## src/hdl/bspg_pkg.sv

```systemverilog
`default_nettype none

package bspg_pkg;

   localparam int CountW = 32;
   localparam int BinW   = 10;
   localparam int LetterW = 5;

   localparam logic [7:0] NewlineByte = 8'h0A;
   localparam logic [7:0] CaseBit     = 8'h20;
   localparam logic [7:0] UpperFirst  = 8'h41;
   localparam logic [7:0] UpperLast   = 8'h5A;
   localparam logic [7:0] DoubleQuote = 8'h22;
   localparam logic [7:0] Apostrophe  = 8'h27;
   localparam logic [7:0] Colon       = 8'h3A;
   localparam logic [7:0] Semicolon   = 8'h3B;

   localparam logic OpText = 1'b0;
   localparam logic OpRead = 1'b1;

   typedef logic [LetterW-1:0] letter_type;
   typedef logic [BinW-1:0]    bin_type;
   typedef logic [CountW-1:0]  count_type;

   localparam count_type SatMax = '1;

   // one item between the decode stage and the update stage
   typedef struct packed {
      logic      valid;
      logic      rd;
      logic      rd_ok;
      logic      adj_wr;
      logic      skip_wr;
      bin_type   adj_bin;
      bin_type   skip_bin;
      count_type adj_total;
      count_type skip_total;
   } stage_type;

   // result item, lowest field last so it packs straight onto tdata
   typedef struct packed {
      count_type skip_total;
      count_type adj_total;
      count_type skip_count;
      count_type adj_count;
   } result_type;

   // {hit, index} for the alphabet "etoainshrlduymwcgf.pb,vk'jx;zq"
   function automatic logic [LetterW:0] letter_of(input logic [7:0] b);
      logic [7:0]         c;
      logic [LetterW:0]   r;
      c = b;
      if (c >= UpperFirst && c <= UpperLast) begin
         c = c | CaseBit;
      end else if (c == DoubleQuote) begin
         c = Apostrophe;
      end else if (c == Colon) begin
         c = Semicolon;
      end
      unique case (c)
         8'h65: r = {1'b1, 5'd0};
         8'h74: r = {1'b1, 5'd1};
         8'h6F: r = {1'b1, 5'd2};
         8'h61: r = {1'b1, 5'd3};
         8'h69: r = {1'b1, 5'd4};
         8'h6E: r = {1'b1, 5'd5};
         8'h73: r = {1'b1, 5'd6};
         8'h68: r = {1'b1, 5'd7};
         8'h72: r = {1'b1, 5'd8};
         8'h6C: r = {1'b1, 5'd9};
         8'h64: r = {1'b1, 5'd10};
         8'h75: r = {1'b1, 5'd11};
         8'h79: r = {1'b1, 5'd12};
         8'h6D: r = {1'b1, 5'd13};
         8'h77: r = {1'b1, 5'd14};
         8'h63: r = {1'b1, 5'd15};
         8'h67: r = {1'b1, 5'd16};
         8'h66: r = {1'b1, 5'd17};
         8'h2E: r = {1'b1, 5'd18};
         8'h70: r = {1'b1, 5'd19};
         8'h62: r = {1'b1, 5'd20};
         8'h2C: r = {1'b1, 5'd21};
         8'h76: r = {1'b1, 5'd22};
         8'h6B: r = {1'b1, 5'd23};
         8'h27: r = {1'b1, 5'd24};
         8'h6A: r = {1'b1, 5'd25};
         8'h78: r = {1'b1, 5'd26};
         8'h3B: r = {1'b1, 5'd27};
         8'h7A: r = {1'b1, 5'd28};
         8'h71: r = {1'b1, 5'd29};
         default: r = '0;
      endcase
      return r;
   endfunction

   // unordered pair: low letter in the upper bits, 31 - high in the lower bits
   function automatic bin_type pair_bin(input letter_type a, input letter_type b);
      letter_type hi;
      letter_type lo;
      hi = (a > b) ? a : b;
      lo = (a > b) ? b : a;
      return {lo, ~hi};
   endfunction

   function automatic count_type sat_inc(input count_type v);
      return (v == SatMax) ? v : v + count_type'(1);
   endfunction

endpackage

`default_nettype wire

```

## src/hdl/bspg_outq.sv

```systemverilog
`default_nettype none

module bspg_outq
   import bspg_pkg::*;
(
   input  wire logic       clock,
   input  wire logic       reset,
   input  wire logic       push,
   input  wire result_type push_data,
   input  wire logic       pop,
   output logic            head_valid,
   output result_type      head_data,
   output logic [1:0]      count
);

   result_type  entry_ff [2];
   logic        wr_ptr_ff, wr_ptr_in;
   logic        rd_ptr_ff, rd_ptr_in;
   logic [1:0]  count_ff, count_in;

   always_comb begin
      wr_ptr_in = push ? ~wr_ptr_ff : wr_ptr_ff;
      rd_ptr_in = pop  ? ~rd_ptr_ff : rd_ptr_ff;
      count_in  = count_ff + 2'(push) - 2'(pop);
   end

   always_ff @(posedge clock) begin
      if (reset) begin
         wr_ptr_ff <= 1'b0;
         rd_ptr_ff <= 1'b0;
         count_ff  <= '0;
      end else begin
         wr_ptr_ff <= wr_ptr_in;
         rd_ptr_ff <= rd_ptr_in;
         count_ff  <= count_in;
      end
   end

   always_ff @(posedge clock) begin
      if (push) begin
         entry_ff[wr_ptr_ff] <= push_data;
      end
   end

   assign head_valid = (count_ff != 2'd0);
   assign head_data  = entry_ff[rd_ptr_ff];
   assign count      = count_ff;

endmodule

`default_nettype wire

```

## config.mk

```make
export PLATFORM = sky130hd
export DESIGN_NAME = bspg_outq
export DESIGN_NICKNAME = d
export VERILOG_FILES = /design/src/hdl/bspg_pkg.sv /design/src/hdl/bspg_outq.sv
export SDC_FILE = /design/constraint.sdc
export NUM_CORES = 1
export LEC_CHECK = 0
export BUFFER_PORTS_ARGS = -buffer_cell sky130_fd_sc_hd__buf_2
export CAP_MARGIN = 40
export CORE_UTILIZATION = 35
export DETAILED_ROUTE_END_ITERATION = 6
export PLACE_DENSITY = 0.67
export SKIP_CTS_REPAIR_TIMING = 1
export SYNTH_ARGS = -nofsm -noshare
export SYNTH_HDL_FRONTEND = slang
export SYNTH_SLANG_ARGS = --single-unit
```

## constraint.sdc

```tcl
create_clock -name clock -period 6.4 [get_ports clock]
set_input_delay 0.32 -clock clock [delete_from_list [all_inputs] [get_ports clock]]
set_output_delay 0.32 -clock clock [all_outputs]
set_load 0.05 [all_outputs]
```

==> out/qor.csv <==
metric,value,unit
status,finished clean,
drv_cap,0,
tightest_slew,0.822,ns
cts_buffer_depth,3,
grt_use_total,12.6,%
die_h,167,um
drtIter0Drc,292,
cts_buffers,28,
crit_type,reg2out,
ant_nets,0,
grt_pass1_vias,4996,
vias,5347,
antenna_found_initial,0,
finalCritPeriodShare,41.0,%
hpwl,12000,um
cts_root_buffer,clkbuf_16,
slew_violations,0,
drive_above_1_share,51.4,%
maxSlewHeadroom,45.2,%
drc,0,
layout.nets,965,
diodes,0,
syn_nets,552,
dieArea,0.0279,sq mm
postLayoutCellArea,0.0133,sq mm
io_buffers,262,
core,0.0264,sq mm
start_kind,flip-flop,
dr.pass1.iters,4,
power_density,323,mW/mm^2
synthTopCellsByArea,"edfxtp_1, mux2_2, clkbuf_8",
globalplace.congestion,0.717,
final_hold_viol_count,0,
grt_pass1_wl,27300,um
clkTransAtPathRegs,0.06,ns
hold_class,in2reg,
placedCellCount,1007,
min_period,2.63,ns
h-tree-depth,1,
num-fill-cells,2210,
ios,263,
final_core_util,50.6,%
synthesis.instances,418,
area_growth,40.1,%
whs,0.0844,ns
yosysSeqAreaShare,81.8,%
synth_top_area_share,80.8,%
clock_sinks,261,
worstPathArrival,2.31,ns
cts_tree,built,
finalNonFillerCells,1187,
synth_cell_type_count,13,
multi_input_area,0.00156,sq mm
totalWireLength,19300,um
critPathMaxFanout,64,
routed_via_density,4.50,
grt_setup_unrepaired,false,
finalClockSkew,0.0127,ns
ys_warn_count,0,
p_leak,5.03,nW
grt_remaining_overflow,0,
die_x,167,um
max_freq,0.381,GHz
seq_area,0.00779,sq mm
clk_latency,0.52,ns
ir_worst_vdd,0.000240,V
initial_core_util,36.1,%
totalNegativeSetupSlack,0,ns
grt_max_degree,65,
syn_avg_cell_area,22.8,sq um
rows,59,
wire_per_inst,16.3,um
worstPathRequired,6.08,ns
placedInstanceArea,0.0112,sq mm
ys_ff_latch,261,
setup_violations,0,
synth_top_area_cell,edfxtp_1,
syn_area,0.00952,sq mm
crit_path_end_kind,output pin,
==> state kept, by name, indices dropped and copies added (netlist names), named ones only <==
name and flops:
count 2, entry_ff 256, rd_ptr_ff 1, wr_ptr_ff 1
==> final timing paths <==
kind                                 from               end  slack, ns  cells after the start
worst max-delay path            flip-flop      head_data[9]       3.77                      3
worst min-delay path                  pop         flip-flop       0.08                      3
worst max register to register  wr_ptr_ff  entry_ff[1][117]       4.06                      3
worst min register to register  rd_ptr_ff         flip-flop       0.53                      2
==> power by group <==
part | internal, W | switching, W
registers | 0.00200 | 0.0000272
clock network | 0.000904 | 0.000614
logic | 0.000248 | 0.000519
total | 0.00315 | 0.00116
==> worst max-delay path, stage by stage, from the launching register on <==
cell and delay, ns:
dfxtp_4 0.42, buf_4 0.66, mux2_2 0.43, buf_2 0.21
==> per-layer routing <==
| layer | GRT usage, % | vias up | wire, um |
|---|---|---|---|
| met1 | 16.0 | 2581 | 7940 |
| met2 | 20.4 | 216 | 9560 |
| met3 | 3.73 | 44 | 1340 |
| li1 | - | 2506 | - |
| met4 | 4.87 | 0 | 500 |
| met5 | 0 | - | 0 |
==> cell usage in the layout, fill, tap and decap left out <==
cell type | netlist | layout
edfxtp_1 | 256 | 256
clkinvlp_4 | 0 | 2
buf_2 | 0 | 262
buf_16 | 0 | 2
clkbuf_1 | 0 | 7
or2_2 | 1 | 1
nor2b_4 | 0 | 1
bufinv_16 | 0 | 2
dlygate4sd3_1 | 0 | 129
and2_4 | 0 | 1
dfxtp_1 | 5 | 4
inv_1 | 2 | 2
clkinv_2 | 0 | 5
clkinv_1 | 0 | 6
mux2_2 | 128 | 128
xnor3_1 | 1 | 1
xnor2_1 | 2 | 2
nor2_1 | 4 | 4
clkbuf_16 | 0 | 29
dfxtp_4 | 0 | 1
ha_1 | 2 | 2
buf_4 | 0 | 4
nor2b_1 | 2 | 1
==> metrics by stage <==
stage	worst slack, ns	total power [W]
global placement	3.64	0.00275
floorplan	2.29	0.00260
global route	3.65	0.00446
detailed placement	3.97	0.00277
finish	3.77	0.00431
CTS	3.73	0.00429
==> synth_stat cells <==
cell	number
buf_6	6
ha_1	2
nor2_1	4
inv_1	2
and2_1	1
xnor2_1	2
nor2b_1	2
xnor3_1	1
dfxtp_1	5
clkbuf_8	8
mux2_2	128
or2_2	1
edfxtp_1	256
==> cells by family after synthesis <==
kind of cell / synth area share (%)
muxes: 15.1
DFF: 81.8
adders and majority gates: 0.263
xor gates and xnor gates: 0.421
buffers and inverters: 1.95
and+or+nand+nor: 0.421
==> area by class of cell <==
| type | count | share of cell area, % |
|---|---|---|
| flip-flops and latches | 261 | 58.4 |
| repair buffers | 397 | 20.2 |
| clock buffers | 36 | 5.64 |
| inverters | 2 | 0.0563 |
| multi-input cells | 141 | 11.7 |
| well taps | 335 | 3.14 |
| clock inverters | 15 | 0.919 |
(Power assumes the default switching activity.)
