**src/hdl/bspg_pkg.sv**
```systemverilog
`default_nettype none

package bspg_pkg;

   localparam int CountW = 32;
   localparam int BinW   = 10;
   localparam int LetterW = 5;

   localparam logic [7:0] NewlineByte = 8'h0A;
   localparam logic [7:0] CaseBit     = 8'h20;
   localparam logic [7:0] UpperFirst  = 8'h41;
   localparam logic [7:0] UpperLast   = 8'h5A;
   localparam logic [7:0] DoubleQuote = 8'h22;
   localparam logic [7:0] Apostrophe  = 8'h27;
   localparam logic [7:0] Colon       = 8'h3A;
   localparam logic [7:0] Semicolon   = 8'h3B;

   localparam logic OpText = 1'b0;
   localparam logic OpRead = 1'b1;

   typedef logic [LetterW-1:0] letter_type;
   typedef logic [BinW-1:0]    bin_type;
   typedef logic [CountW-1:0]  count_type;

   localparam count_type SatMax = '1;

   // one item between the decode stage and the update stage
   typedef struct packed {
      logic      valid;
      logic      rd;
      logic      rd_ok;
      logic      adj_wr;
      logic      skip_wr;
      bin_type   adj_bin;
      bin_type   skip_bin;
      count_type adj_total;
      count_type skip_total;
   } stage_type;

   // result item, lowest field last so it packs straight onto tdata
   typedef struct packed {
      count_type skip_total;
      count_type adj_total;
      count_type skip_count;
      count_type adj_count;
   } result_type;

   // {hit, index} for the alphabet "etoainshrlduymwcgf.pb,vk'jx;zq"
   function automatic logic [LetterW:0] letter_of(input logic [7:0] b);
      logic [7:0]         c;
      logic [LetterW:0]   r;
      c = b;
      if (c >= UpperFirst && c <= UpperLast) begin
         c = c | CaseBit;
      end else if (c == DoubleQuote) begin
         c = Apostrophe;
      end else if (c == Colon) begin
         c = Semicolon;
      end
      unique case (c)
         8'h65: r = {1'b1, 5'd0};
         8'h74: r = {1'b1, 5'd1};
         8'h6F: r = {1'b1, 5'd2};
         8'h61: r = {1'b1, 5'd3};
         8'h69: r = {1'b1, 5'd4};
         8'h6E: r = {1'b1, 5'd5};
         8'h73: r = {1'b1, 5'd6};
         8'h68: r = {1'b1, 5'd7};
         8'h72: r = {1'b1, 5'd8};
         8'h6C: r = {1'b1, 5'd9};
         8'h64: r = {1'b1, 5'd10};
         8'h75: r = {1'b1, 5'd11};
         8'h79: r = {1'b1, 5'd12};
         8'h6D: r = {1'b1, 5'd13};
         8'h77: r = {1'b1, 5'd14};
         8'h63: r = {1'b1, 5'd15};
         8'h67: r = {1'b1, 5'd16};
         8'h66: r = {1'b1, 5'd17};
         8'h2E: r = {1'b1, 5'd18};
         8'h70: r = {1'b1, 5'd19};
         8'h62: r = {1'b1, 5'd20};
         8'h2C: r = {1'b1, 5'd21};
         8'h76: r = {1'b1, 5'd22};
         8'h6B: r = {1'b1, 5'd23};
         8'h27: r = {1'b1, 5'd24};
         8'h6A: r = {1'b1, 5'd25};
         8'h78: r = {1'b1, 5'd26};
         8'h3B: r = {1'b1, 5'd27};
         8'h7A: r = {1'b1, 5'd28};
         8'h71: r = {1'b1, 5'd29};
         default: r = '0;
      endcase
      return r;
   endfunction

   // unordered pair: low letter in the upper bits, 31 - high in the lower bits
   function automatic bin_type pair_bin(input letter_type a, input letter_type b);
      letter_type hi;
      letter_type lo;
      hi = (a > b) ? a : b;
      lo = (a > b) ? b : a;
      return {lo, ~hi};
   endfunction

   function automatic count_type sat_inc(input count_type v);
      return (v == SatMax) ? v : v + count_type'(1);
   endfunction

endpackage

`default_nettype wire

```
**src/hdl/bspg_front.sv**
```systemverilog
`default_nettype none

module bspg_front
   import bspg_pkg::*;
#(
   parameter int BIN_COUNT = 1024
) (
   input  wire logic       clock,
   input  wire logic       reset,
   input  wire logic       accept,
   input  wire logic       op,
   input  wire logic [7:0] text_byte,
   input  wire bin_type    bin_index,
   output stage_type       stage_next,
   output stage_type       stage
);

   localparam logic [BinW:0] BinLimit = (BinW+1)'(BIN_COUNT);

   letter_type          last_letter_ff, last_letter_in;
   logic                last_valid_ff, last_valid_in;
   letter_type          older_letter_ff, older_letter_in;
   logic                older_valid_ff, older_valid_in;
   count_type           adj_sum_ff, adj_sum_in;
   count_type           skip_sum_ff, skip_sum_in;
   stage_type           stage_ff, stage_in;

   logic                is_read;
   logic                is_text;
   logic [LetterW:0]    lookup;
   logic                hit;
   letter_type          cur;
   logic                count_adj;
   logic                count_skip;
   bin_type             adj_pair;
   bin_type             skip_pair;

   always_comb begin
      is_read    = (op == OpRead);
      is_text    = accept && !is_read && (text_byte != NewlineByte);
      lookup     = letter_of(text_byte);
      hit        = lookup[LetterW];
      cur        = lookup[LetterW-1:0];
      count_adj  = is_text && hit && last_valid_ff;
      count_skip = is_text && hit && older_valid_ff;
      adj_pair   = pair_bin(cur, last_letter_ff);
      skip_pair  = pair_bin(cur, older_letter_ff);

      adj_sum_in  = count_adj  ? sat_inc(adj_sum_ff)  : adj_sum_ff;
      skip_sum_in = count_skip ? sat_inc(skip_sum_ff) : skip_sum_ff;

      last_letter_in  = last_letter_ff;
      last_valid_in   = last_valid_ff;
      older_letter_in = older_letter_ff;
      older_valid_in  = older_valid_ff;
      if (accept && !is_read) begin
         if (text_byte == NewlineByte) begin
            last_valid_in  = 1'b0;
            older_valid_in = 1'b0;
         end else begin
            older_letter_in = last_letter_ff;
            older_valid_in  = last_valid_ff;
            last_valid_in   = hit;
            if (hit) begin
               last_letter_in = cur;
            end
         end
      end

      stage_in.valid      = accept;
      stage_in.rd         = is_read;
      stage_in.rd_ok      = ({1'b0, bin_index} < BinLimit);
      stage_in.adj_bin    = is_read ? bin_index : adj_pair;
      stage_in.skip_bin   = is_read ? bin_index : skip_pair;
      stage_in.adj_wr     = count_adj  && ({1'b0, adj_pair}  < BinLimit);
      stage_in.skip_wr    = count_skip && ({1'b0, skip_pair} < BinLimit);
      stage_in.adj_total  = adj_sum_in;
      stage_in.skip_total = skip_sum_in;
   end

   always_ff @(posedge clock) begin
      if (reset) begin
         last_letter_ff  <= '0;
         last_valid_ff   <= 1'b0;
         older_letter_ff <= '0;
         older_valid_ff  <= 1'b0;
         adj_sum_ff      <= '0;
         skip_sum_ff     <= '0;
         stage_ff        <= '0;
      end else begin
         last_letter_ff  <= last_letter_in;
         last_valid_ff   <= last_valid_in;
         older_letter_ff <= older_letter_in;
         older_valid_ff  <= older_valid_in;
         adj_sum_ff      <= adj_sum_in;
         skip_sum_ff     <= skip_sum_in;
         stage_ff        <= stage_in;
      end
   end

   assign stage_next = stage_in;
   assign stage      = stage_ff;

endmodule

`default_nettype wire

```
**config.mk**
```make
export PLATFORM = sky130hd
export DESIGN_NAME = bspg_front
export DESIGN_NICKNAME = d
export VERILOG_FILES = /design/src/hdl/bspg_pkg.sv /design/src/hdl/bspg_front.sv
export SDC_FILE = /design/constraint.sdc
export NUM_CORES = 1
export LEC_CHECK = 0
export ABC_AREA = 1
export BUFFER_PORTS_ARGS = -buffer_cell sky130_fd_sc_hd__buf_2
export CORE_ASPECT_RATIO = 0.9
export CORE_MARGIN = 3
export CORE_UTILIZATION = 58
export CTS_CLUSTER_DIAMETER = 40
export DETAILED_ROUTE_END_ITERATION = 10
export GPL_TIMING_DRIVEN = 0
export PLACE_DENSITY = 0.88
export RECOVER_POWER = 25
export SKIP_LAST_GASP = 1
export SYNTH_ARGS = -nofsm -noshare
export SYNTH_HDL_FRONTEND = slang
export SYNTH_SLANG_ARGS = --single-unit
```
**constraint.sdc**
```tcl
create_clock -name clock -period 8.29 [get_ports clock]
set_input_delay 0.829 -clock clock [delete_from_list [all_inputs] [get_ports clock]]
set_output_delay 0.829 -clock clock [all_outputs]
set_load 0.01 [all_outputs]
```
==> flow_summary_export.csv, run 1 <==
group,metric,value,unit
setup_path,critPathMaxFanout,10,
setup_path,startpoint_type,"primary input",
setup_path,cp_top_family,"simple AND/OR/NAND/NOR gates",
floorplanning,io_pins,200,
finish,stdcell_area,8710,um2
cts,cts_tree,"done",
drt,vias_per_cell,5.82,
cts,cts_setup_buffers,0,
setup_path,critPathMostFrequentCell,"nand2_1",
min_path,hold_class,"reg -> reg",
setup_path,cp-end-kind,"primary output",
sta,worstMarginPinSlew,0.677,ns
synthesis,synth_fp_nets,1258,
sta,finalCritPeriodShare,64.2,%
drt,ant_nets,0,
cts,cts_resized,0,
power,pwr-share-comb,17.5,%
sta,hold_viol,0,
sta,rsz0062_at_grt,"false",
floorplanning,coreArea,12200,um2
power,swShare,30.8,%
power,vdd_drop_max,0.129,mV
setup_path,criticalPathCategory,"in -> out",
finish,syn2layout_area_growth,18.7,%
synthesis,yosysUniqueCellTypes,37,
synthesis,synthesis.area,7340,um2
synthesis,avgSynthCellArea,6.02,um2
sta,drv_slew,0,
setup_path,crit_required,7.46,ns
floorplanning,initial_core_util,60.0,%
setup_path,crit_buf_inv,8,
cts,clock_sinks,101,
power,pwr-share-clk,37.1,%
floorplanning,chipWidth,125,um
placement,dpl_cell_area,8520,um2
power,power.density,127,nW/um2
sta,final.setup.tns,0,ns
cts,htree_levels,3,
setup_path,slowest_stage,"ha_1",
floorplanning,die_h,113,um
sta,holdWs,0.484,ns
global_route,grt_max_degree,18,
finish,fill_cells,1163,
floorplanning,row_count,38,
cts,hold_buffers,0,
finish,drive_above_1_share,15.7,%
synthesis,synthCells,1218,
cts,root_buffer,"clkbuf_16",
global_route,grt_pass1_wl,39.9,mm
finish,utilization,71.3,%
power,leakagePower,4.19,nW
drt,drt-total-wl,25.2,mm
sta,setup_viol,0,
sta,max_freq,0.188,GHz
drt,drt_iter0_drc,973,
power,intPower,0.765,mW
drt,drtPass1Iterations,8,
synthesis,yosysWarnings,0,
sta,fin_worst_skew,0.0113,ns
floorplanning,die-area,14000,um2
global_route,track_usage,34.4,%
global_route,globalRouteOverflowTotal,0,
synthesis,ys_seq_elements,101,
cts,clk_latency,0.36,ns
drt,wl_per_cell,15.8,um
setup_path,critPathMaxStageDelay,0.33,ns
global_route,antenna_found_initial,0,
placement,dp_hpwl,19.7,mm
power,seqPwrFrac,45.4,%
synthesis,seq_area_frac_synth,27.6,%
cts,cts_buffers,9,
drt,vias,9249,
finish,antenna-diode-count,0,
cts,clockBufferDepth,2,
sta,slew_headroom,54.9,%
power,p_sw,0.341,mW
outcome,outcome,"finished clean",
finish,fin_nets,1465,
sta,min_period,5.32,ns
setup_path,arrival,4.49,ns
placement,numPortBuffers,196,
placement,gp_congestion,1.03,
cts,path_clk_slew,0.07,ns
drt,drc,0,
job,cap_violations,0,
global_route,grt_pass1_vias,8059,
-- cell usage after synthesis, drive strengths merged --
cell,n,share of area (%)
nand2,430,22
nand3,116,8.1
a21oi,112,7.8
dfxtp,101,28
inv,99,5.1
nor2,91,4.7
nand4,75,6.5
buf,34,3.8
o21ai,32,2.2
clkbuf,29,1.5
nor3,29,2.0
or2,23,2.0
ha,18,3.1
xor2,6,0.72
xnor2,5,0.60
nand3b,4,0.46
o31ai,4,0.41
nor3b,3,0.31
o211ai,3,0.38
a31oi,2,0.26
clkinv,1,0.051
conb,1,0.051
-- power by group through the flow --
stage	registers [mW]	logic, mW	clock network, mW
2_1_floorplan	0.517	0.125	0
3_3_place_gp	0.512	0.190	0
3_5_place_dp	0.513	0.193	0
4_1_cts	0.501	0.194	0.412
5_1_grt	0.503	0.216	0.431
6_report	0.502	0.194	0.411
-- layout by cell type, fill, tap and decap left out, types with 3 or more instances in the layout --
master	Yosys	final
or2_2	23	23
inv_1	92	92
xnor2_1	5	5
buf_4	5	5
nand2_2	6	6
nand3b_1	3	3
dfxtp_1	101	101
nor2_1	89	89
clkbuf_16	0	9
nor3b_1	3	3
xor2_1	6	6
nor3_1	29	29
nand3_1	113	113
inv_2	5	5
clkbuf_1	29	96
a21oi_1	110	110
ha_1	18	18
o31ai_1	4	4
buf_6	16	16
buf_2	11	140
nand2_1	422	422
o21ai_0	32	32
nand3_2	3	3
nand4_1	74	74
-- final cells by class --
class                      count  area, um2  share of cell area, %
buffer                        63        389                   4.47
clock inverter                 6       48.8                  0.560
multi-input combinational    954       4540                   52.2
tap                          160        200                   2.30
inverter                     100        380                   4.37
timing repair buffer         196        897                   10.3
sequential                   101       2020                   23.2
clock buffer                   9        225                   2.59
-- per-stage QoR --
step	power [mW]	setup WS [ns]	instances
after global placement	0.702	3.06	1574
after detailed placement	0.705	3.06	1574
after floorplan	0.642	3.72	1218
final	1.11	2.97	1589
after CTS	1.11	3.05	1589
after global routing	1.15	2.45	1589
-- metal layers --
metal	vias up	share of wire (%)	track usage, %
li1	4442	-	-
met1	4213	42	46.0
met2	518	44	55.0
met3	76	9.9	6.98
met4	0	3.6	13.3
met5	-	0	0
-- path summary, 6_finish.rpt --
check / slack [ns] / to / from / cells past startpoint
hold / removal: 0.48 / last_letter_ff[4]$_SDFFE_PP0P_ / last_letter_ff[4]$_SDFFE_PP0P_ / 2
setup reg to reg: 5.51 / stage[61]$_SDFF_PP0_ / stage[33]$_SDFF_PP0_ / 10
hold reg to reg: 0.48 / last_letter_ff[4]$_SDFFE_PP0P_ / last_letter_ff[4]$_SDFFE_PP0P_ / 2
setup / recovery: 2.97 / stage_next[81] / text_byte[1] / 28
-- kinds of logic after synthesis --
family | Yosys count | share of synthesized area [%]
other | 1 | 0.0511
adder cells (fa/ha/maj) | 18 | 3.07
AO/OA/AOI/OAI | 153 | 11.1
XOR/XNOR | 11 | 1.31
flip-flops | 101 | 27.6
buffers and inverters | 163 | 10.5
AND/OR/NAND/NOR | 771 | 46.4
-- worst register-to-register path: stages, from the launching register on --
cell and delay (ns):
dfxtp_1 0.43, ha_1 0.27, nand3_1 0.24, inv_1 0.19, nand2_1 0.14, nor2_1 0.30, nand2_1 0.25, clkbuf_1 0.33
nand3_1 0.18, nand4_1 0.19, a21oi_1 0.20
-- registers in the layout, summed over array words and instances, names as in the netlist --
name,cells
older_valid_ff,1
stage,89
last_valid_ff,1
older_letter_ff,5
last_letter_ff,5
(Power assumes the default switching activity.)
==> run 2: changes to the inputs <==
ABC_AREA = 0   (was 1)
CORE_UTILIZATION = 49   (was 58)
PLACE_DENSITY = 0.79   (was 0.88)
clock period = 4.7 ns   (was 8.29 ns; I/O delays follow)
==> run 2 against run 1 <==
Sequential share of layout area shrank 0.98 points. Power is 79% higher. Sequential power increased by 75%. Highest routed layer unchanged.
==> flow_summary_export.csv, run 2 <==
group,metric,value,unit
job,cap_violations,0,
synthesis,synthFlopType,"dfxtp_1",
cts,path_clk_slew,0.06,ns
synthesis,yosysUniqueCellTypes,78,
cts,clk_latency,0.36,ns
finish,syn2layout_area_growth,24.9,%
drt,wl_per_cell,17.7,um
finish,final_common_cell,"buf_2",
cts,cts_tree,"done",
synthesis,synth_top_family_by_area,"simple AND/OR/NAND/NOR gates",
synthesis,ys_async_sr_fraction,0,%
global_route,grt_pass1_wl,35.7,mm
sta,worstMarginPinSlew,1.01,ns
finish,antenna-diode-count,0,
outcome,outcome,"finished clean",
synthesis,synth_fp_nets,920,
global_route,grt_max_degree,17,
setup_path,startpoint_type,"primary input",
drt,vias_per_cell,5.83,
floorplanning,row_count,41,
synthesis,synthAdderAreaFrac,3.10,%
finish,fin_nets,1142,
finish,final_cell_mix,"buf_2 (139), dfxtp_1 (101), nor2_1 (98)",
drt,drt_iter0_drc,726,
sta,drv_slew,0,
setup_path,critPathMaxFanout,10,
placement,dpl_cell_area,8500,um2
sta,holdWs,0.358,ns
setup_path,cp_top_family,"simple AND/OR/NAND/NOR gates",
floorplanning,chipWidth,134,um
power,power.density,218,nW/um2
placement,gp_congestion,0.955,
setup_path,ff2ff_path_depth,7,
setup_path,criticalPathCategory,"in -> out",
setup_path,arrival,4.15,ns
setup_path,cp-end-kind,"primary output",
cts,clock_sinks,101,
synthesis,synth_area_leaders,"dfxtp_1 (28%), mux2_1 (6.8%), xor2_1 (5.7%)",
global_route,antenna_found_initial,0,
sta,setup_viol,0,
synthesis,synth_edf_count,0,
global_route,track_usage,26.8,%
setup_path,critPathMaxStageDelay,0.38,ns
floorplanning,die-area,16300,um2
floorplanning,coreArea,14300,um2
setup_path,crit_buf_inv,6,
cts,clockBufferDepth,2,
min_path,min_from,"accept",
synthesis,synthCells,880,
power,leakagePower,4.06,nW
sta,min_period,4.62,ns
floorplanning,die_h,122,um
cts,htree_levels,3,
synthesis,synth.most_common_cell,"dfxtp_1",
setup_path,worst_r2r_startpoint,"stage[36]$_SDFF_PP0_",
placement,dp_hpwl,17.0,mm
global_route,globalRouteOverflowTotal,0,
synthesis,synth_compound_area_share,11.9,%
drt,drtPass1Iterations,7,
synthesis,synth_common_cells,"dfxtp_1 (101), nor2_1 (99), nand2_1 (63)",
min_path,holdPathStages,2,
finish,largest_register_ffs,89,
setup_path,crit_required,4.23,ns
sta,hold_viol,0,
setup_path,slowest_stage,"or3_4",
cts,root_buffer,"clkbuf_16",
synthesis,synth_area_leader_cell,"dfxtp_1",
synthesis,yosysWarnings,0,
setup_path,r2r-end,"stage[61]$_SDFF_PP0_",
placement,numPortBuffers,196,
sta,rsz0062_at_grt,"true",
synthesis,synthesis.area,7270,um2
cts,hold_buffers,0,
finish,drive_above_1_share,25.9,%
sta,max_freq,0.217,GHz
sta,fin_worst_skew,0.00618,ns
drt,vias,7561,
floorplanning,io_pins,200,
cts,cts_buffers,9,
sta,finalCritPeriodShare,98.3,%
power,vdd_drop_max,0.176,mV
setup_path,path_cells,"buf_2 -> buf_6 -> buf_8 -> or2_2 -> a21oi_4 -> a21oi_4 -> inv_2 -> ha_4 -> and3b_2 -> a21oi_1 -> nor3b_1 -> o21a_4 -> inv_1 -> ha_1 -> nand2b_1 -> a21oi_2 -> nor3_4 -> or2_4 -> or3_4 -> nand3_1 -> buf_2",
sta,slew_headroom,32.8,%
floorplanning,initial_core_util,51.0,%
sta,final.setup.tns,0,ns
synthesis,avgSynthCellArea,8.27,um2
drt,ant_nets,0,
min_path,min_to,"stage[88]$_SDFF_PP0_",
synthesis,synth_xor_area_share,6.50,%
finish,stdcell_area,9090,um2
setup_path,startpoint,"text_byte[3]",
drt,drt-total-wl,23.0,mm
synthesis,ys_seq_elements,101,
setup_path,ff2ff_setup_slack,1.92,ns
synthesis,yosysTopAreaCellShare,27.8,%
synthesis,seq_area_frac_synth,27.8,%
min_path,hold_class,"in -> reg",
drt,drc,0,
synthesis,muxShareOfSynthArea,9.06,%
global_route,grt_pass1_vias,6814,
synthesis,synth_simple_gate_area_share,36.0,%
-- run 2: metrics by stage --
stage | setup slack [ns] | total power [mW] | util [%] | cells
CTS | -0.00910 | 1.96 | 62.6 | 1287
floorplan | 0.0970 | 1.12 | - | 880
detailed placement | -1.06 | 1.24 | 59.6 | 1269
global placement | -1.05 | 1.23 | 59.6 | 1269
finish | 0.0814 | 1.98 | 63.7 | 1298
global route | -0.0707 | 2.05 | 63.7 | 1298
-- run 2: logic make-up (layout without fill, tap and decap cells) --
group,after synthesis,in the layout
simple gates,431,431
compound gates,132,132
other cells,1,1
fa+ha+maj,18,18
buf+inv,84,309
mux,59,59
xor+xnor,54,54
flops,101,101
-- run 2: worst max-delay path by stage --
stage | cells after the start | to | slack (ns)
floorplan | 18 | stage_next[66] | 0.1
global placement | 21 | stage_next[69] | -1.05
detailed placement | 21 | stage_next[69] | -1.06
CTS | 19 | stage_next[69] | -0.009
global route | 21 | stage_next[69] | -0.07
finish | 21 | stage_next[64] | 0.08
-- run 2: repair_timing --
| item | in CTS | in global routing |
|---|---|---|
| resized for setup | 35 | 34 |
| buffers inserted | 7 | 11 |
| setup endpoints to repair | 34 | 24 |
| hold endpoints to repair | 0 | 0 |
| gates cloned | 0 | 1 |
| pin swaps | 9 | 14 |
-- run 2: layer usage --
| metal | vias up | part of all wire (%) | global-route usage, % |
|---|---|---|---|
| li1 | 3579 | - | - |
| met2 | 330 | 45 | 42.4 |
| met5 | - | 0 | 0 |
| met1 | 3621 | 46 | 38.6 |
| met3 | 31 | 7.1 | 4.42 |
| met4 | 0 | 1.6 | 6.11 |
-- run 2: final cells by class --
class / instances / area [um2]
multi-input combinational: 695 / 5110
buffer: 54 / 317
timing repair buffer: 215 / 1040
fill: 1290 / 5170
tap: 193 / 241
clock inverter: 5 / 36.3
clock buffer: 9 / 225
inverter: 26 / 97.6
sequential: 101 / 2020
-- run 2: worst reg2reg max path, delay by kind of cell (launching register included) --
kind                   cells  cell delay, ns
buffers and inverters      1            0.29
flip-flops                 1            0.33
multiplexers               1            0.36
AND/OR/NAND/NOR            5            1.68
-- run 2: report_power, final --
group	switching, mW	leakage, nW	internal [mW]
Combinational	0.252	3.11	0.146
Sequential	0.00541	0.820	0.873
Clock	0.344	0.132	0.356
