File: src/hdl/bspg_pkg.sv
`default_nettype none

package bspg_pkg;

   localparam int CountW = 32;
   localparam int BinW   = 10;
   localparam int LetterW = 5;

   localparam logic [7:0] NewlineByte = 8'h0A;
   localparam logic [7:0] CaseBit     = 8'h20;
   localparam logic [7:0] UpperFirst  = 8'h41;
   localparam logic [7:0] UpperLast   = 8'h5A;
   localparam logic [7:0] DoubleQuote = 8'h22;
   localparam logic [7:0] Apostrophe  = 8'h27;
   localparam logic [7:0] Colon       = 8'h3A;
   localparam logic [7:0] Semicolon   = 8'h3B;

   localparam logic OpText = 1'b0;
   localparam logic OpRead = 1'b1;

   typedef logic [LetterW-1:0] letter_type;
   typedef logic [BinW-1:0]    bin_type;
   typedef logic [CountW-1:0]  count_type;

   localparam count_type SatMax = '1;

   // one item between the decode stage and the update stage
   typedef struct packed {
      logic      valid;
      logic      rd;
      logic      rd_ok;
      logic      adj_wr;
      logic      skip_wr;
      bin_type   adj_bin;
      bin_type   skip_bin;
      count_type adj_total;
      count_type skip_total;
   } stage_type;

   // result item, lowest field last so it packs straight onto tdata
   typedef struct packed {
      count_type skip_total;
      count_type adj_total;
      count_type skip_count;
      count_type adj_count;
   } result_type;

   // {hit, index} for the alphabet "etoainshrlduymwcgf.pb,vk'jx;zq"
   function automatic logic [LetterW:0] letter_of(input logic [7:0] b);
      logic [7:0]         c;
      logic [LetterW:0]   r;
      c = b;
      if (c >= UpperFirst && c <= UpperLast) begin
         c = c | CaseBit;
      end else if (c == DoubleQuote) begin
         c = Apostrophe;
      end else if (c == Colon) begin
         c = Semicolon;
      end
      unique case (c)
         8'h65: r = {1'b1, 5'd0};
         8'h74: r = {1'b1, 5'd1};
         8'h6F: r = {1'b1, 5'd2};
         8'h61: r = {1'b1, 5'd3};
         8'h69: r = {1'b1, 5'd4};
         8'h6E: r = {1'b1, 5'd5};
         8'h73: r = {1'b1, 5'd6};
         8'h68: r = {1'b1, 5'd7};
         8'h72: r = {1'b1, 5'd8};
         8'h6C: r = {1'b1, 5'd9};
         8'h64: r = {1'b1, 5'd10};
         8'h75: r = {1'b1, 5'd11};
         8'h79: r = {1'b1, 5'd12};
         8'h6D: r = {1'b1, 5'd13};
         8'h77: r = {1'b1, 5'd14};
         8'h63: r = {1'b1, 5'd15};
         8'h67: r = {1'b1, 5'd16};
         8'h66: r = {1'b1, 5'd17};
         8'h2E: r = {1'b1, 5'd18};
         8'h70: r = {1'b1, 5'd19};
         8'h62: r = {1'b1, 5'd20};
         8'h2C: r = {1'b1, 5'd21};
         8'h76: r = {1'b1, 5'd22};
         8'h6B: r = {1'b1, 5'd23};
         8'h27: r = {1'b1, 5'd24};
         8'h6A: r = {1'b1, 5'd25};
         8'h78: r = {1'b1, 5'd26};
         8'h3B: r = {1'b1, 5'd27};
         8'h7A: r = {1'b1, 5'd28};
         8'h71: r = {1'b1, 5'd29};
         default: r = '0;
      endcase
      return r;
   endfunction

   // unordered pair: low letter in the upper bits, 31 - high in the lower bits
   function automatic bin_type pair_bin(input letter_type a, input letter_type b);
      letter_type hi;
      letter_type lo;
      hi = (a > b) ? a : b;
      lo = (a > b) ? b : a;
      return {lo, ~hi};
   endfunction

   function automatic count_type sat_inc(input count_type v);
      return (v == SatMax) ? v : v + count_type'(1);
   endfunction

endpackage

`default_nettype wire

File: src/hdl/bspg_update.sv
`default_nettype none

module bspg_update
   import bspg_pkg::*;
#(
   parameter int BIN_COUNT = 1024
) (
   input  wire logic                         clock,
   input  wire logic                         reset,
   input  wire stage_type                    stage,
   input  wire count_type                    adj_rdata,
   input  wire count_type                    skip_rdata,
   output logic                              adj_we,
   output logic [$clog2(BIN_COUNT)-1:0]      adj_waddr,
   output count_type                         adj_wdata,
   output logic                              skip_we,
   output logic [$clog2(BIN_COUNT)-1:0]      skip_waddr,
   output count_type                         skip_wdata,
   output logic                              clear_busy,
   output logic                              result_valid,
   output result_type                        result
);

   localparam int AddrW = $clog2(BIN_COUNT);
   localparam logic [AddrW-1:0] LastAddr = AddrW'(BIN_COUNT - 1);

   logic              clear_busy_ff, clear_busy_in;
   logic [AddrW-1:0]  clear_addr_ff, clear_addr_in;

   logic              fwd_adj_valid_ff, fwd_adj_valid_in;
   logic [AddrW-1:0]  fwd_adj_addr_ff, fwd_adj_addr_in;
   count_type         fwd_adj_data_ff, fwd_adj_data_in;
   logic              fwd_skip_valid_ff, fwd_skip_valid_in;
   logic [AddrW-1:0]  fwd_skip_addr_ff, fwd_skip_addr_in;
   count_type         fwd_skip_data_ff, fwd_skip_data_in;

   logic [AddrW-1:0]  adj_addr;
   logic [AddrW-1:0]  skip_addr;
   count_type         adj_cur;
   count_type         skip_cur;
   logic              adj_upd;
   logic              skip_upd;

   always_comb begin
      adj_addr  = stage.adj_bin[AddrW-1:0];
      skip_addr = stage.skip_bin[AddrW-1:0];

      // last cycle's write is not yet visible in the read data
      adj_cur  = (fwd_adj_valid_ff && fwd_adj_addr_ff == adj_addr)
                 ? fwd_adj_data_ff : adj_rdata;
      skip_cur = (fwd_skip_valid_ff && fwd_skip_addr_ff == skip_addr)
                 ? fwd_skip_data_ff : skip_rdata;

      adj_upd  = stage.valid && stage.adj_wr;
      skip_upd = stage.valid && stage.skip_wr;

      fwd_adj_valid_in  = adj_upd;
      fwd_adj_addr_in   = adj_addr;
      fwd_adj_data_in   = sat_inc(adj_cur);
      fwd_skip_valid_in = skip_upd;
      fwd_skip_addr_in  = skip_addr;
      fwd_skip_data_in  = sat_inc(skip_cur);

      clear_addr_in = clear_addr_ff;
      clear_busy_in = clear_busy_ff;
      if (clear_busy_ff) begin
         clear_addr_in = clear_addr_ff + AddrW'(1);
         if (clear_addr_ff == LastAddr) begin
            clear_busy_in = 1'b0;
         end
      end

      if (clear_busy_ff) begin
         adj_we     = 1'b1;
         adj_waddr  = clear_addr_ff;
         adj_wdata  = '0;
         skip_we    = 1'b1;
         skip_waddr = clear_addr_ff;
         skip_wdata = '0;
      end else begin
         adj_we     = adj_upd;
         adj_waddr  = adj_addr;
         adj_wdata  = fwd_adj_data_in;
         skip_we    = skip_upd;
         skip_waddr = skip_addr;
         skip_wdata = fwd_skip_data_in;
      end

      result_valid      = stage.valid;
      result.adj_count  = (stage.rd && stage.rd_ok) ? adj_cur  : '0;
      result.skip_count = (stage.rd && stage.rd_ok) ? skip_cur : '0;
      result.adj_total  = stage.adj_total;
      result.skip_total = stage.skip_total;
   end

   always_ff @(posedge clock) begin
      if (reset) begin
         clear_busy_ff     <= 1'b1;
         clear_addr_ff     <= '0;
         fwd_adj_valid_ff  <= 1'b0;
         fwd_skip_valid_ff <= 1'b0;
      end else begin
         clear_busy_ff     <= clear_busy_in;
         clear_addr_ff     <= clear_addr_in;
         fwd_adj_valid_ff  <= fwd_adj_valid_in;
         fwd_skip_valid_ff <= fwd_skip_valid_in;
      end
   end

   always_ff @(posedge clock) begin
      fwd_adj_addr_ff  <= fwd_adj_addr_in;
      fwd_adj_data_ff  <= fwd_adj_data_in;
      fwd_skip_addr_ff <= fwd_skip_addr_in;
      fwd_skip_data_ff <= fwd_skip_data_in;
   end

   assign clear_busy = clear_busy_ff;

endmodule

`default_nettype wire

File: config.mk
export PLATFORM = sky130hd
export DESIGN_NAME = bspg_update
export DESIGN_NICKNAME = d
export VERILOG_FILES = /design/src/hdl/bspg_pkg.sv /design/src/hdl/bspg_update.sv
export SDC_FILE = /design/constraint.sdc
export NUM_CORES = 1
export LEC_CHECK = 0
export BUFFER_PORTS_ARGS = -buffer_cell sky130_fd_sc_hd__buf_2
export CORE_AREA = 4 4 142 144
export DETAILED_ROUTE_END_ITERATION = 8
export DIE_AREA = 0 0 146 148
export MAX_ROUTING_LAYER = met4
export PLACE_DENSITY_LB_ADDON = 0.08
export SETUP_SLACK_MARGIN = 0.1
export SLEW_MARGIN = 20
export SYNTH_ARGS = -nofsm -noshare
export SYNTH_HDL_FRONTEND = slang
export SYNTH_SLANG_ARGS = --single-unit
export TNS_END_PERCENT = 10
File: constraint.sdc
create_clock -name clock -period 4.3 [get_ports clock]
set_input_delay 0.43 -clock clock [delete_from_list [all_inputs] [get_ports clock]]
set_output_delay 0.43 -clock clock [all_outputs]
set_load 0.02 [all_outputs]
==> impl_results.md, run 1 <==
- Status: aborted with a tool error
- Stage reached: 5_2_route
- Err: [ERROR DRT-0255] Maze Route cannot find path of net stage[2] in worker of routeBox ( 96600 0 ) ( 146000 48300 ).
- Worst slack at placement: -0.131 ns
- First-pass GRT wire length: ~43,000 microns
- Prevailing post-synth register cell: dfxtp_1
- Synth top area share: between 20% and 30%
- Top cells by area, synth: dfxtp_1 26%, mux2i_1 10%, buf_4 6.5%
- YS warnings: 0
- Antenna violations before repair: 1
- Largest net degree at the start of global routing: 92
- Starting Density: about 40%
- Total global routing track utilization: roughly a quarter
- Die X: around 150 microns
- Die H: between 100 and 150 microns
- Hold buffer count at CTS: 0
- TritonCTS Sinks: a little under 100
- Post-DP HPWL: about 22,000 microns
- CTS Buf Count: 9
- Vias in the first global route: around 7,800
- Row Count: 50
- Grt ovf: 0
- Synth Register Bits: between 90 and 100
- Worst End Pin Type: primary output
- IO Port Bufs: approximately 240
- Net Count, Synth: about 1,100
- Post-synth top area cell: dfxtp_1
- Gpl congestion: roughly 0.90
- Clock root cell: clkbuf_16
- Post-synthesis instance area: ~7600 sq um
- Number of flops mapped to enable cells by yosys: 0
- Crit. endpoint post-GRT repair: adj_wdata[11]
- DP Cell Count: 1,382
- Gate Count Post-Synth: approximately 1,000
- DP Area: 8800 sq um
- Ys async rst share: 0%
- Synth cell types: 63
- Syn avg cell area: a little under 8 sq um
- Ports: roughly 370
- Clock Tree Buf Depth: 2
- CTS HTree Levels: 3
- Share of the yosys chip area belonging to registers: 25.6%
==> Yosys cell counts, types with 9 or more instances <==
cell type and n:
nor2_1 113, dfxtp_1 97, mux2i_1 79, nand2_1 75, buf_4 66, nor3_1 51
xnor2_1 51, nand3_1 50, nor2b_1 43, nand4_1 33, xor2_1 31, a21oi_1 28
clkbuf_1 28, inv_1 27, o21ai_0 25, mux2_2 21, and3_1 19, nor4_1 15
a211oi_1 12, o31a_1 9
==> per-layer routing <==
layer / GRT usage (%)
met5: -
met4: 8.37
met3: 7.11
met2: 39.5
met1: 33.0
==> stage by stage <==
stage	TNS [ns]	util, %
floorplan	-0.0605	-
global placement	-0.194	47.1
detailed placement	-0.382	47.1
CTS	-1.21	50.3
global route	-6.64	51.6
==> timing repair <==
item,CTS,global route
setup endpoints to repair,37,53
pin swaps,12,10
gates cloned,1,1
setup buffers,18,5
gates resized for setup,41,38
==> cells by family after synthesis <==
group | Yosys count | share of synthesized area [%]
buf+inv | 135 | 11.1
flops | 97 | 25.6
mux | 102 | 13.9
xor+xnor | 82 | 9.48
fa+ha+maj | 3 | 0.496
compound gates | 106 | 9.12
simple gates | 449 | 30.3
==> run 2: changes to the inputs <==
- CORE_AREA: 4 4 142 144 -> 4 4 143 145
- DIE_AREA: 0 0 146 148 -> 0 0 147 149
- MAX_ROUTING_LAYER: met4 -> default
- PLACE_DENSITY_LB_ADDON: 0.08 -> 0.15
- SETUP_SLACK_MARGIN: 0.1 -> default
- clock period: 4.3 -> 5.6 ns (I/O delays scaled with it)
==> run 2 against run 1 <==
Global-route usage is 3.7 points lower. The run now ends clean. Synthesized cell count unchanged. Area after synthesis stayed put.
==> impl_results.md, run 2 <==
- Status: finished, final reports clean
- TritonCTS Sinks: a little under 100
- Core ar.: about 19,000 sq um
- Non-Filler Instances: approximately 1,400
- Max-cap violations: 0
- Clock root cell: clkbuf_16
- Pwr/cell area: approximately 190 nW/um^2
- P_leak: approximately 3.7 nW
- Mux cell area share after synthesis: 13.9%
- Post-CTS Repair Setup Buffers: 0
- Adder-cell share of the synthesized area: 0.496%
- Required @ worst endpoint: around 5.0 ns
- Vias per std cell: ~5.3
- Avg WL per Cell: between 15 and 20 microns
- First-pass GRT wire length: 39,400 microns
- Post-DP HPWL: roughly 19,000 microns
- Xor/xnor share of the synthesized area: under 10%
- DRT antenna net count: 0
- Peak supply drop: roughly 150 uV
- Worst-Margin Slew: about 0.74 ns
- Final instance area: just under 9000 sq um
- Post-synth top area cell: dfxtp_1
- Clk_lat worst skew: between 0.3 and 0.4 ns
- Most common cell after layout, fill and taps aside: buf_2
- Headroom to the max-slew limit: approximately 49%
- Synth top area share: ~26%
- Ys async rst share: 0%
- Layout cells sized above 1: 27.5%
- Synth cell types: 63
- Critical-path top delay cell: or4bb_2
- Count leader, synth: nor2_1
- Synth Area in Simple Gates: roughly 30%
- Largest family of logic cells by synthesized area: simple AND/OR/NAND/NOR gates
- Vias in the first global route: between 7,000 and 8,000
- Share of the yosys chip area belonging to registers: between 20% and 30%
- Prevailing post-synth register cell: dfxtp_1
- Drt first-iter violations: 533
- Cell family with most CP delay: simple AND/OR/NAND/NOR gates
- WHS Path Cells: 1
- Most frequent cells in the layout: 242 x buf_2, 113 x nor2_1, 96 x dfxtp_1
- DRC violations left: 0
- Arr. time, crit path: ~4.5 ns
- Max Clock Freq: 0.196 GHz
- Vias: 7,486
- DP Area: between 8000 and 9000 sq um
- Largest stage delay on the critical path: roughly 0.65 ns
- Number of flops mapped to enable cells by yosys: 0
- Synth Register Bits: between 90 and 100
- Final WS setup: 0.495 ns
- Post-synthesis instance area: between 7000 and 8000 sq um
- Hold EP: fwd_adj_addr_ff[6]
- Final hold slack: approximately 0.34 ns
- Area grow syn2layout: 16.4%
- FF-to-FF Start: fwd_adj_addr_ff[1]
- IO Port Bufs: roughly 240
- Final Util: a little under half
- Ports: 371
- Worst slack at placement: around 0.52 ns
- Starting Density: around 39%
- Largest net degree at the start of global routing: 74
- Crit path kind: in -> out
- Fill cells: roughly 2,000
- DP Cell Count: 1,386
- Worst Hold Launch: stage[80]
- Final wirelength: 24,900 microns
- Net count, final: 1,290
- Hold crit path type: in -> reg
- Worst R2R Path Depth: 13
- Gate Count Post-Synth: ~970
- CTS Buf Count: 9
- CTS HTree Levels: 3
- 1st-pass router iterations: 5
- Clock transition at path regs: ~0.080 ns
- CTS tree: yes
- Slew Limit Fails: 0
- Die H: roughly 150 microns
- Die X: 147 microns
- Syn avg cell area: 7.78 sq um
- Final min period: 5.10 ns
- CP Launch Type: input pin
- Hold buffer count at CTS: 0
- Most used cell, CP: buf_2
- Power Total: 1.68 mW
- Largest regs: fwd_adj_data_ff x32, fwd_skip_data_ff x32
- Row Count: 51
- Tcrit/Tclk final: 91.2%
- Total global routing track utilization: around 22%
- Setup TNS Final: 0 ns
- Antenna violations before repair: 2
- Worst Clk Skew: between 0.01 and 0.015 ns
- Final setup viols: 0
- YS warnings: 0
- Number of hold violations in the final report: 0
- Net Count, Synth: around 1,100
- Clock Tree Buf Depth: 2
- Post-CTS Resized: 0
- RSZ-0062 raised after global routing: no
- Compound-Gate Fraction of Synth Area: under 10%
- R2r setup slk: approximately 1.7 ns
- Gpl congestion: 0.853
- Worst Setup End Kind: primary output
- Grt ovf: 0
- Die area: roughly 22,000 sq um
- Top cells by area, synth: dfxtp_1 26%, mux2i_1 10%, buf_4 6.5%
- Worst-path cell chain: buf_2 -> xor2_1 -> or4_4 -> or3_1 -> mux2i_1 -> inv_1 -> ha_1 -> nand4_1 -> or4bb_2 -> mux2i_2 -> buf_4 -> nor3_2 -> xnor2_1 -> a211oi_1 -> buf_2
- Peak fanout along the critical path: 26
- Reg-to-reg critical path endpoint: fwd_adj_data_ff[5]
- Synth top cells by count: 113 x nor2_1, 97 x dfxtp_1, 79 x mux2i_1
- Worst Path Buf+Inv: 4
-- run 2: cell families (layout without fill, tap and decap cells) --
kind of cell	count (synthesis)	after routing
AO/OA/AOI/OAI	106	106
flip-flops	97	97
buffers and inverters	135	298
XOR/XNOR	82	82
AND/OR/NAND/NOR	449	449
other	0	2
adder cells (fa/ha/maj)	3	3
multiplexers	102	102
-- run 2: per-layer routing --
| layer | routed length, microns | vias up | global-route usage, % |
|---|---|---|---|
| met3 | 2000 | 63 | 5.38 |
| met5 | 13 | - | 0 |
| met4 | 535 | 2 | 6.24 |
| met2 | 11000 | 290 | 34.4 |
| li1 | - | 3677 | - |
| met1 | 11300 | 3454 | 30.4 |
-- run 2: worst max path at each step --
stage	from	to	slack, ns	depth (start not counted)
after global routing	stage[75]	adj_wdata[7]	0.27	15
after floorplan	stage[75]	adj_wdata[17]	0.59	15
after CTS	stage[75]	adj_wdata[7]	0.51	15
final	stage[75]	adj_wdata[7]	0.50	15
after global placement	stage[72]	skip_wdata[29]	0.20	16
after detailed placement	stage[75]	adj_wdata[7]	0.52	15
-- run 2: power by group --
part,switching [mW],total [mW],leakage (nW),internal [mW]
Sequential,0.0339,0.761,0.814,0.727
Clock,0.328,0.649,0.151,0.321
Combinational,0.165,0.273,2.75,0.108
Total,0.527,1.68,3.72,1.16
-- run 2: final cells by class --
| class | count | area [sq um] | area share, % |
|---|---|---|---|
| diodes | 2 | 5.00 | 0.0568 |
| inverters | 27 | 101 | 1.15 |
| flip-flops and latches | 97 | 1950 | 22.1 |
| multi-input cells | 742 | 4820 | 54.6 |
| repair buffers | 255 | 1310 | 14.9 |
| clock inverters | 7 | 81.3 | 0.922 |
| clock buffers | 9 | 225 | 2.55 |
| well taps | 265 | 332 | 3.76 |
(Power assumes the default switching activity.)
==> run 3: changes to the inputs <==
- ABC_AREA: default -> 1
- CORE_AREA: 4 4 143 145 -> 4 4 145 147
- DIE_AREA: 0 0 147 149 -> 0 0 149 151
- SKIP_LAST_GASP: default -> 1
==> run 3 against run 2 <==
Via count up 13%. Critical path depth up 5. Clock power down 5.4%. First-iteration DRC count down 7.1%. Power down 0.83%. Synthesized cell count up 37%. Sequential share of layout area down 0.22 points. Global-route usage up 2.0 points.
==> impl_results.md, run 3 <==
- Required @ worst endpoint: about 5.0 ns
- Worst Setup End Kind: primary output
- Clk_lat worst skew: between 0.3 and 0.4 ns
- Die H: between 150 and 200 microns
- CTS Buf Count: 9
- Row Count: between 50 and 60
- CP Launch Type: input pin
- Ports: 371
- Layout cells sized above 1: 23.4%
- Gpl congestion: 0.996
- Reg-to-reg critical path endpoint: fwd_skip_data_ff[1]
- Worst Clk Skew: about 0.013 ns
- Post-DP HPWL: ~22,000 microns
- Slew Limit Fails: 0
- Clock root cell: clkbuf_16
- Largest regs: fwd_adj_data_ff x32, fwd_skip_data_ff x32
- Max-cap violations: 0
- P_leak: 5.23 nW
- Largest net degree at the start of global routing: between 60 and 70
- Grt ovf: 0
- CTS HTree Levels: 3
- 1st-pass router iterations: 5
- First-pass GRT wire length: between 40,000 and 50,000 microns
- Worst R2R Path Depth: 17
- Prevailing post-synth register cell: dfxtp_1
- Crit path kind: in -> out
- Post-synthesis instance area: a little under 8000 sq um
- YS warnings: 0
- Final instance area: a little under 9000 sq um
- DRC violations left: 0
- DRT antenna net count: 0
- Arr. time, crit path: between 3 and 4 ns
- DP Area: between 8000 and 9000 sq um
- Top cells by area, synth: dfxtp_1 25%, nand2_1 22%, inv_1 8.6%
- Synth cell types: 35
- Power Total: 1.67 mW
- Crit path from: stage[64]
- Hold crit path type: in -> reg
- Critical Path Sink: skip_wdata[27]
- Count leader, synth: nand2_1
- Clock transition at path regs: 0.07 ns
- Area grow syn2layout: 14.7%
- RSZ-0062 raised after global routing: no
- Worst-Margin Slew: between 0.9 and 1 ns
- Gate Count Post-Synth: roughly 1,300
- Post-synth top area cell: dfxtp_1
- Number of hold violations in the final report: 0
- CTS tree: yes
- Final min period: 4.44 ns
- Vias in the first global route: a little over 8,000
- Drt first-iter violations: ~500
- Most common cell after layout, fill and taps aside: nand2_1
- Pwr/cell area: approximately 190 nW/um^2
- TritonCTS Sinks: 97
- Max Clock Freq: roughly 0.23 GHz
- Peak supply drop: roughly 130 uV
- Number of flops mapped to enable cells by yosys: 0
- Ys async rst share: 0%
- Synth top area share: between 20% and 30%
- Headroom to the max-slew limit: a little over a third
- Synth top cells by count: 447 x nand2_1, 177 x inv_1, 176 x nor2_1
- FF-to-FF Start: fwd_skip_addr_ff[1]
- Post-CTS Resized: 0
- Tcrit/Tclk final: between 70% and 80%
- Setup TNS Final: 0 ns
- Net Count, Synth: between 1,000 and 1,500
- Core ar.: 19,900 sq um
- Die area: 22,500 sq um
- Worst Hold Launch: stage[69]
- Avg WL per Cell: about 16 microns
- Post-CTS Repair Setup Buffers: 0
- Syn avg cell area: roughly 5.8 sq um
- R2r setup slk: 2.27 ns
- Antenna violations before repair: 2
- Starting Density: between 30% and 40%
- Status: finished, final reports clean
- Die X: about 150 microns
- Vias: 8,492
- IO Port Bufs: between 200 and 250
- Share of the yosys chip area belonging to registers: roughly 25%
- Total global routing track utilization: about a quarter
- Vias per std cell: between 4 and 5
- Clock Tree Buf Depth: 2
- Most frequent cells in the layout: 446 x nand2_1, 242 x buf_2, 176 x inv_1
- Final setup viols: 0
- Synth Register Bits: 97
- Hold buffer count at CTS: 0
- Peak fanout along the critical path: 40
- Net count, final: 1,646
- Final wirelength: between 20,000 and 30,000 microns
[run 3: cell types whose count changed in the layout (fill, tap and decap cells not counted), moves of 43 or more]
cell / previous run / this run
nand3_1: 50 / 119
nor2b_1: 43 / 0
mux2i_1: 79 / 0
xnor2_1: 51 / 4
inv_1: 27 / 176
nor3_1: 49 / 5
nor2_1: 113 / 174
nand2_1: 74 / 446
[run 3: worst min-delay path by stage]
stage | end | slack, ns | depth (start not counted)
after floorplan | clear_addr_ff[5] | 0.45 | 2
after global placement | clear_addr_ff[5] | 0.47 | 2
after detailed placement | clear_addr_ff[5] | 0.48 | 2
after CTS | fwd_skip_addr_ff[5] | 0.31 | 1
after global routing | fwd_skip_addr_ff[5] | 0.32 | 1
final | fwd_skip_addr_ff[5] | 0.32 | 1
[run 3: metrics by stage]
step	utilization (%)	setup WS, ns	hold WS (ns)	std cells
after floorplan	-	2.27	0.454	1333
after global placement	43.3	1.27	0.473	1747
after detailed placement	43.3	1.17	0.477	1747
after CTS	44.7	1.15	0.311	1763
after global routing	44.7	0.833	0.322	1765
final	44.7	1.16	0.325	1765
[run 3: power breakdown]
group	switching (mW)	total, mW	internal (mW)
combinational	0.214	0.313	0.0994
sequential	0.0140	0.741	0.727
clock	0.297	0.614	0.317
total	0.524	1.67	1.14
[run 3: cell families after synthesis]
family | share of synthesized area, %
buf+inv | 19.1
simple gates | 46.9
flops | 25.0
xor+xnor | 2.14
fa+ha+maj | 0.484
compound gates | 6.40
[run 3: critical path, cell delays in order]
cell     delay, ns
buf_2         0.10
inv_1         0.05
nand2_1       0.07
nand2_1       0.06
nor2_1        0.13
nand2_1       0.10
nor2_4        0.10
buf_4         0.31
nand3_1       0.13
nand2_2       0.13
ha_1          0.29
nand3_1       0.20
inv_1         0.11
nand2_2       0.13
nor2_4        0.18
nand2_2       0.56
nand3_2       0.29
nand2_1       0.07
inv_1         0.09
buf_2         0.17
[run 3: per-layer routing]
layer	GRT usage, %	routed length [microns]	vias to the layer above
met3	2.90	1670	65
met2	41.4	13300	295
li1	-	-	4339
met1	30.0	11700	3793
met4	11.0	1070	0
met5	0	0	-
[run 3: area by class of cell]
type	count	area, sq um
Multi-Input combinational cell	942	4350
Timing Repair Buffer	252	1290
Clock buffer	11	243
Inverter	186	698
Sequential cell	97	1940
Antenna cell	2	5.00
Clock inverter	5	38.8
Tap cell	270	338
Fill cell	2299	11000
==> run 4: changes to the inputs <==
- clock period: 5.6 -> 4.1 ns (I/O delays scaled with it)
==> run 4 against run 3 <==
Utilization rose by 0.48 points. Wire length grew 1.3%. Worst hold slack got worse by 0.17 ns. Power is 42% higher. Cell count is 0.28% higher. Critical path depth shrank 1. Final area increased by 1.1%. Highest routed layer unchanged.
==> impl_results.md, run 4 (synthesized netlist as in run 3, its figures left out) <==
- Peak supply drop: about 190 uV
- Worst Clk Skew: slightly below 0.009 ns
- Switch share: a little under a third
- Most used cell, CP: nand2_1
- Clock root cell: clkbuf_16
- Largest net degree at the start of global routing: between 40 and 50
- Grt ovf: 0
- Tcrit/Tclk final: ~93%
- IO Port Bufs: approximately 240
- CTS HTree Levels: 3
- Final Util: between 40% and 50%
- Clk network pwr share: just under 40%
- Combinational share of power: between 10% and 20%
- DRC violations left: 0
- Net count, final: between 1,500 and 2,000
- Avg WL per Cell: about 16 microns
- Post-DP HPWL: ~23,000 microns
- P_leak: around 5.3 nW
- Hold buffer count at CTS: 0
- Slew Limit Fails: 0
- Max Clock Freq: 0.264 GHz
- Arr. time, crit path: 3.38 ns
- Antenna violations before repair: 0
- Pwr/cell area: 264 nW/um^2
- Die area: around 22,000 sq um
- Starting Density: 39.0%
- Vias in the first global route: just over 8,000
- Drt first-iter violations: around 650
- 1st-pass router iterations: 5
- Int Pwr: ~1.6 mW
- Ports: around 370
- Hold crit path type: in -> reg
- Critical-path top delay cell: dfxtp_1
- Largest regs: fwd_adj_data_ff x32, fwd_skip_data_ff x32
- Headroom to the max-slew limit: 36.5%
- DP Cell Count: between 1,500 and 2,000
- Vias: between 8,000 and 9,000
- Worst-path cell chain: inv_1 -> nand2_1 -> nand2_1 -> nor2_1 -> nand2_1 -> nor2_2 -> nand2_1 -> nand2_1 -> nand2_1 -> ha_1 -> nand3_1 -> inv_1 -> nand2_2 -> nor2_4 -> nand2_2 -> buf_6 -> nand2_1 -> a21oi_1 -> buf_2
- Total global routing track utilization: between 20% and 30%
- Non-Filler Instances: ~1,800
- Ant diodes: 0
- Largest stage delay on the critical path: ~0.35 ns
- Sequential share of power: 42.7%
- Most common cell after layout, fill and taps aside: nand2_1
- R2r setup slk: around 1.3 ns
- Vias per std cell: 4.81
- Peak fanout along the critical path: 24
- WHS Path Cells: 1
- Multi-input gate area: approximately 4400 sq um
- Row Count: 52
- Switching power: 738 uW
- Max-cap violations: 0
- Fill cells: around 2,300
- Final wirelength: 28,200 microns
- Final min period: roughly 3.8 ns
- Die H: 151 microns
- Gpl congestion: approximately 0.96
- Worst-Margin Slew: approximately 0.95 ns
- Register area: ~2000 sq um
- Area grow syn2layout: 15.9%
- TritonCTS Sinks: 97
- Clock Tree Buf Depth: 2
- Final setup viols: 0
- Die X: about 150 microns
- First-pass GRT wire length: 43,100 microns
- Worst R2R Path Depth: 14
- CP Launch Type: flip-flop
- CTS tree: yes
- Required @ worst endpoint: roughly 3.7 ns
- DRT antenna net count: 0
- CTS Buf Count: 9
- Crit path kind: reg -> out
- Status: finished, final reports clean
- Most frequent cells in the layout: 446 x nand2_1, 242 x buf_2, 176 x inv_1
- Number of hold violations in the final report: 0
- Clk_lat worst skew: roughly 0.36 ns
- Post-CTS Repair Setup Buffers: 0
- Core ar.: 19,900 sq um
- Layout cells sized above 1: between 20% and 30%
- Worst Setup End Kind: primary output
- Clock transition at path regs: 0.08 ns
-- run 4: power by group through the flow --
| stage | combinational, mW | sequential, mW | clock (mW) |
|---|---|---|---|
| 2_1_floorplan | 0.366 | 1.03 | 0 |
| 3_3_place_gp | 0.432 | 1.03 | 0 |
| 3_5_place_dp | 0.429 | 1.03 | 0 |
| 4_1_cts | 0.431 | 1.01 | 0.942 |
| 5_1_grt | 0.482 | 1.02 | 0.973 |
| 6_report | 0.432 | 1.01 | 0.926 |
-- run 4: through the flow --
| stage | hold slack (ns) | cell area (sq um) | setup TNS (ns) | setup slack, ns | total power, mW |
|---|---|---|---|---|---|
| 2_1_floorplan | 0.438 | 7760 | 0 | 1.07 | 1.40 |
| 3_3_place_gp | 0.469 | 8660 | 0 | 0.363 | 1.47 |
| 3_5_place_dp | 0.471 | 8660 | 0 | 0.321 | 1.46 |
| 4_1_cts | 0.149 | 8970 | 0 | 0.101 | 2.39 |
| 5_1_grt | 0.158 | 8990 | -0.00498 | -0.00498 | 2.47 |
| 6_report | 0.155 | 8990 | 0 | 0.307 | 2.37 |
-- run 4: path summary, 6_finish.rpt --
| path | from | endpoint |
|---|---|---|
| worst min register to register | clear_addr_ff[5] | clear_addr_ff[5] |
| worst min-delay path | stage[69] | fwd_skip_addr_ff[5] |
| worst max-delay path | fwd_skip_addr_ff[9] | skip_wdata[1] |
| worst max register to register | fwd_adj_valid_ff | fwd_adj_data_ff[20] |
-- run 4: worst max-delay path: cells and delay by family, from the launching register on --
kind	cells	cell delay, ns
AO/OA/AOI/OAI	1	0.23
AND/OR/NAND/NOR	13	1.55
flip-flops	1	0.35
buffers and inverters	4	0.58
adder cells (fa/ha/maj)	1	0.31
-- run 4: metal layers --
layer	GRT usage (%)	vias to the layer above	part of all wire, %
li1	-	4349	-
met1	31.3	3757	43
met5	0	-	0
met4	11.8	0	4.3
met3	2.69	80	5.8
met2	40.8	330	47
-- run 4: area by class of cell --
type / count / share of cell area, %
inverter: 186 / 7.76
multi-input combinational: 942 / 48.4
clock inverter: 5 / 0.751
sequential: 97 / 21.6
clock buffer: 11 / 2.70
timing repair buffer: 259 / 15.0
tap: 270 / 3.76
-- run 4: what timing repair did --
item | in CTS | in global routing
gates resized for setup | 0 | 4
endpoints found under the setup margin | 0 | 20
hold endpoints to repair | 0 | 0
